### config.mk
export PLATFORM = sky130hd
export DESIGN_NAME = vtlp_div_cell
export DESIGN_NICKNAME = d
export VERILOG_FILES = /design/src/design/vtlp_pkg.sv /design/src/design/vtlp_div_cell.sv
export SDC_FILE = /design/constraint.sdc
export NUM_CORES = 1
export LEC_CHECK = 0
export ABC_CLOCK_PERIOD_IN_PS = 8400
export BUFFER_PORTS_ARGS = -buffer_cell sky130_fd_sc_hd__clkbuf_2
export CORE_AREA = 2 2 257 259
export CTS_CLUSTER_DIAMETER = 200
export DETAILED_ROUTE_END_ITERATION = 6
export DIE_AREA = 0 0 259 261
export PLACE_DENSITY_LB_ADDON = 0.1
export SYNTH_ARGS = -nofsm -noshare
export SYNTH_HDL_FRONTEND = slang
export SYNTH_SLANG_ARGS = --single-unit
export TNS_END_PERCENT = 20
### constraint.sdc
create_clock -name clk_i -period 8.4 [get_ports clk_i]
set_input_delay 0 -clock clk_i [delete_from_list [all_inputs] [get_ports clk_i]]
set_output_delay 0 -clock clk_i [all_outputs]
set_load 0.02 [all_outputs]
### src/design/vtlp_pkg.sv
// Shared types and constants of the vertex transform, light and projection unit.
`timescale 1ns / 1ps
package vtlp_pkg;

  localparam int unsigned VIEW_FRAC  = 8;
  localparam int unsigned LIGHT_FRAC = 14;
  // quotient bits resolved by the divider row; larger quotients saturate anyway
  localparam int unsigned QUO_W      = 25;
  // dividend magnitude width, sized for the widest subpixel setting
  localparam int unsigned NUM_W      = 56;
  localparam int unsigned DIV_W      = 31;

  localparam int unsigned CLIP_LEFT   = 0;
  localparam int unsigned CLIP_RIGHT  = 1;
  localparam int unsigned CLIP_TOP    = 2;
  localparam int unsigned CLIP_BOTTOM = 3;
  localparam int unsigned CLIP_NEAR   = 4;

  localparam logic [7:0]         INTEN_MAX = 8'd128;
  localparam logic signed [33:0] LIGHT_ONE = 34'sd268435456;

  typedef logic [NUM_W-1:0] rem_t;
  typedef logic [QUO_W-1:0] quo_t;
  typedef logic [DIV_W-1:0] divisor_t;

  typedef enum logic [2:0] {
    REG_MATRIX_X = 3'd0,
    REG_MATRIX_Y = 3'd1,
    REG_MATRIX_Z = 3'd2,
    REG_LIGHT    = 3'd3,
    REG_GEOMETRY = 3'd4,
    REG_SIZE     = 3'd5,
    REG_LIGHT_EN = 3'd6
  } cfg_reg_e;

  typedef struct packed {
    logic signed [31:0] view_x;
    logic signed [31:0] view_y;
    logic signed [31:0] view_z;
    logic               near;
    logic               lit;
    logic [7:0]         intensity;
    logic signed [27:0] depth_key;
    logic               last;
  } side_t;

  typedef struct packed {
    rem_t rem;
    quo_t quo;
    logic neg;
    logic ovf;
  } div_lane_t;

  typedef struct packed {
    div_lane_t lane_x;
    div_lane_t lane_y;
    divisor_t  divisor;
    side_t     side;
  } cell_item_t;

endpackage

### src/design/vtlp_div_cell.sv
// One restoring-division cell: resolves a single quotient bit for both lanes.
`timescale 1ns / 1ps
module vtlp_div_cell #(
  parameter int unsigned BIT_POS = 0
) (
  input  logic                 clk_i,
  input  logic                 rst_ni,
  input  logic                 in_valid_i,
  output logic                 in_ready_o,
  input  vtlp_pkg::cell_item_t in_item_i,
  output logic                 out_valid_o,
  input  logic                 out_ready_i,
  output vtlp_pkg::cell_item_t out_item_o
);

  logic                 valid_q;
  vtlp_pkg::cell_item_t item_q, item_d;
  vtlp_pkg::rem_t       sub;

  assign in_ready_o  = !valid_q || out_ready_i;
  assign out_valid_o = valid_q;
  assign out_item_o  = item_q;

  always_comb begin
    item_d = in_item_i;
    sub    = vtlp_pkg::rem_t'(in_item_i.divisor) << BIT_POS;
    if (in_item_i.lane_x.rem >= sub) begin
      item_d.lane_x.rem          = in_item_i.lane_x.rem - sub;
      item_d.lane_x.quo[BIT_POS] = 1'b1;
    end
    if (in_item_i.lane_y.rem >= sub) begin
      item_d.lane_y.rem          = in_item_i.lane_y.rem - sub;
      item_d.lane_y.quo[BIT_POS] = 1'b1;
    end
  end

  always_ff @(posedge clk_i or negedge rst_ni) begin
    if (!rst_ni) begin
      valid_q <= 1'b0;
    end else if (in_ready_o) begin
      valid_q <= in_valid_i;
    end
  end

  always_ff @(posedge clk_i) begin
    if (in_ready_o && in_valid_i) item_q <= item_d;
  end

endmodule

==> flow_metrics.py <==
metrics = {
    "status": {
        "status": "complete, no violations",
    },
    "global_route": {
        "grt_pass1_vias": 14450,
        "gr-usage-all-layers_pct": 20.31,
        "grt_start_max_net_pins": 174,
        "grt_pass1_wl_um": 100000,
        "grt_overflow_total": 0,
        "grt_use_met2_pct": 34.39,
        "gr-max-usage-layer": "met2",
        "antenna_found_initial": 16,
        "grt_use_met3_pct": 6.359,
        "grtUsageMet1_pct": 24.49,
    },
    "final_layout": {
        "final_net_count": 2683,
        "syn2layout_area_growth_pct": 59.17,
        "fin_cells": 3186,
        "drive_gt1_share_pct": 32.83,
    },
    "sta": {
        "fin_crit_ns": 4.196,
        "rsz0062_at_grt": "false",
        "setup-violations-final": 0,
        "fin_crit_sh_pct": 49.96,
        "skew_ns": 0.01961,
        "worst_slack_ns": 4.204,
        "tightest_slew_ns": 1.167,
        "maxSlewHeadroom_pct": 22.17,
        "hold_violations": 0,
        "max_freq_mhz": 238.3,
        "setup-tns-final_ns": 0,
        "drv_slew": 0,
    },
    "critical_path": {
        "cp-end-kind": "flop",
        "critPathLaunchType": "input pin",
        "cpMostUsedCell": "dlygate4sd3_1",
        "startpoint": "in_item_i[151]",
        "cp.required_ns": 8.71,
        "critPathArrivalTime_ns": 4.50,
        "reg2reg_from": "out_valid_o",
        "crit_path_top_delay_cell": "a21bo_2",
        "worstPathCellList": "dlygate4sd3_1 -> clkbuf_2 -> inv_1 -> ha_1 -> nand4_1 -> or3_1 -> nor3_1 -> a2111oi_2 -> a21bo_2 -> o311ai_2 -> nor4_1 -> xor2_1 -> dlygate4sd3_1",
        "max_stage_delay_ns": 0.85,
        "path_buf_inv": 4,
        "critPathTopFamily": "simple AND/OR/NAND/NOR gates",
        "critPathMaxFanout": 47,
        "crit_type": "in -> reg",
    },
    "logic_synthesis": {
        "synth_edf_count": 332,
        "synthesis.nets": 1641,
        "synth-async-reset-ratio_pct": 0.3003,
        "avgSynthCellArea_um2": 12.64,
        "synthDominantCellAreaShare_pct": 63.54,
        "yosysUniqueCellTypes": 68,
        "syn_inst": 1241,
        "yosys_warnings": 0,
        "synthFlopType": "edfxtp_1",
        "synth-seq-cells": 333,
        "synth_area_leader_cell": "edfxtp_1",
        "yosysSeqAreaShare_pct": 63.70,
        "syn_area_mm2": 0.01569,
        "ys_top_cells_by_area": "edfxtp_1 (64%), ha_1 (4.9%), xnor2_1 (3.6%)",
    },
    "pwr": {
        "combPwrFrac_pct": 20.2,
        "switching_power_w": 0.001367,
        "powerDensity_mw_per_mm2": 191.5,
        "switching_share_pct": 28.59,
        "p_seq_share_pct": 42.1,
        "totalPowerFinal_w": 0.004782,
        "p_clk_share_pct": 37.7,
        "peakVddDrop_mv": 0.1138,
        "power.internal_w": 0.003415,
        "leakagePower_nw": 10.37,
    },
    "clocking": {
        "clk_latency_ns": 0.56,
        "cts.path.max_buffers": 3,
        "cts-root-buf": "clkbuf_16",
        "cts_setup_buffers": 0,
        "cts_max_level": 2,
        "cts_resized": 0,
        "postCtsHoldBufs": 365,
        "path_clk_slew_ns": 0.06,
        "tritoncts": "done",
        "cts_inserted_buffers": 41,
        "clock-sinks": 333,
    },
    "hold_path": {
        "hold_path.class": "in -> reg",
        "min_from": "in_item_i[130]",
    },
    "route": {
        "wl_um": 71690,
        "vias": 14300,
        "drc_errors": 0,
        "drt-initial-drc-count": 1029,
        "drt-pass1-iter-count": 6,
        "wl_per_cell_um": 22.50,
        "vias_per_cell": 4.488,
        "ant_nets": 0,
    },
    "floorplanning": {
        "placeableCoreArea_mm2": 0.06504,
        "fp.dieArea_mm2": 0.06760,
        "start_util_pct": 24.13,
        "die_x_um": 259,
        "ios": 670,
        "num_rows": 94,
        "die_y_um": 261,
    },
    "place": {
        "post-place-ws_ns": 4.726,
        "globalplace.congestion": 0.9071,
        "post-place-cells": 2739,
        "io_buffers": 669,
        "dp_hpwl_um": 57310,
    },
    "run": {
        "maxCapViolCount": 0,
    },
}
## power groups by stage
stage               Combinational [W]  Sequential, W  Clock, W
global placement             0.000829        0.00204         0
CTS                          0.000981        0.00201   0.00186
detailed placement           0.000824        0.00205         0
global route                  0.00105        0.00202   0.00193
floorplan                    0.000320        0.00219         0
finish                       0.000968        0.00201   0.00180
## path summary, 6_finish.rpt
| path | to | slack [ns] | cells past startpoint |
|---|---|---|---|
| worst max-delay path | out_item_o[316] | 4.20 | 13 |
| worst min-delay path | out_item_o[130] | 0.16 | 2 |
| worst max register to register | out_item_o[223] | 5.15 | 4 |
| worst min register to register | out_item_o[61] | 1.00 | 2 |
| max in group asynchronous | out_valid_o | 8.03 | 3 |
| min in group asynchronous | out_valid_o | 0.27 | 3 |
## cell usage after synthesis, drive strengths merged, types with 14 or more instances
| library cell | count |
|---|---|
| edfxtp | 332 |
| nand2 | 108 |
| a21oi | 101 |
| nor2 | 88 |
| o21ai | 74 |
| xnor2 | 64 |
| ha | 62 |
| inv | 48 |
| xor2 | 41 |
| nor3 | 32 |
| nand3 | 30 |
| nand4 | 24 |
| buf | 20 |
| clkbuf | 20 |
| nor4 | 20 |
| a21o | 18 |
| nand2b | 15 |
| or3 | 14 |
## flip-flops by register name, summed over array words and instances (netlist names)
register     flops
out_item_o     332
out_valid_o      1
## layout by cell type, fill, tap and decap left out, types with 24 or more instances in the layout
cell type      netlist  layout
inv_1               48      48
nor3_1              29      29
a21oi_1            100     100
nand2_1            108     108
nor2_1              87      87
xnor2_1             64      64
clkbuf_16            0      41
clkbuf_2             1     669
ha_1                62      62
dlygate4sd3_1        0     365
o21ai_0             74      74
xor2_1              41      41
edfxtp_1           332     332
nand4_1             24      24
nand3_1             30      30
## per-stage QoR
| step | util, % | instance area [um2] | hold slack (ns) |
|---|---|---|---|
| final | 38.40 | 24980 | 0.1577 |
| after global routing | 38.40 | 24970 | 0.1313 |
| after CTS | 38.37 | 24960 | 0.1193 |
| after detailed placement | 30.72 | 19980 | -0.2232 |
| after global placement | 30.72 | 19980 | -0.2241 |
| after floorplan | - | 15690 | -0.2956 |
## per-layer routing
layer / wire length, um / vias up / share of wire, %
met3: 6208 / 102 / 8.7
met1: 28510 / 6837 / 40
li1: - / 6768 / -
met4: 2287 / 8 / 3.2
met2: 34620 / 585 / 48
met5: 54 / - / 0.075
## layout make-up
| cell class | instances | area, um2 |
|---|---|---|
| diodes | 7 | 17.52 |
| fillers | 6514 | 40060 |
| well taps | 864 | 1081 |
| inverters | 48 | 180.2 |
| multi-input cells | 820 | 5326 |
| flip-flops and latches | 333 | 9995 |
| clock buffers | 48 | 1052 |
| repair buffers | 1039 | 7052 |
| clock inverters | 27 | 272.8 |
## cells by family (layout without fill, tap and decap cells)
| family | count (synthesis) | in the layout | synth area share, % |
|---|---|---|---|
| other | 0 | 7 | 0 |
| DFF | 333 | 333 | 63.70 |
| xor gates and xnor gates | 105 | 105 | 5.861 |
| buffers and inverters | 88 | 1162 | 2.416 |
| AOI/OAI and AO/OA | 269 | 269 | 10.38 |
| adders and majority gates | 64 | 64 | 5.199 |
| muxes | 4 | 4 | 0.2711 |
| and+or+nand+nor | 378 | 378 | 12.18 |
## worst register-to-register path, delay by kind of cell, from the launching register on
family	cells	cell delay (ns)
buf+inv	2	1.88
simple gates	2	0.56
flops	1	0.38
Power figures use the tool's default switching activity.
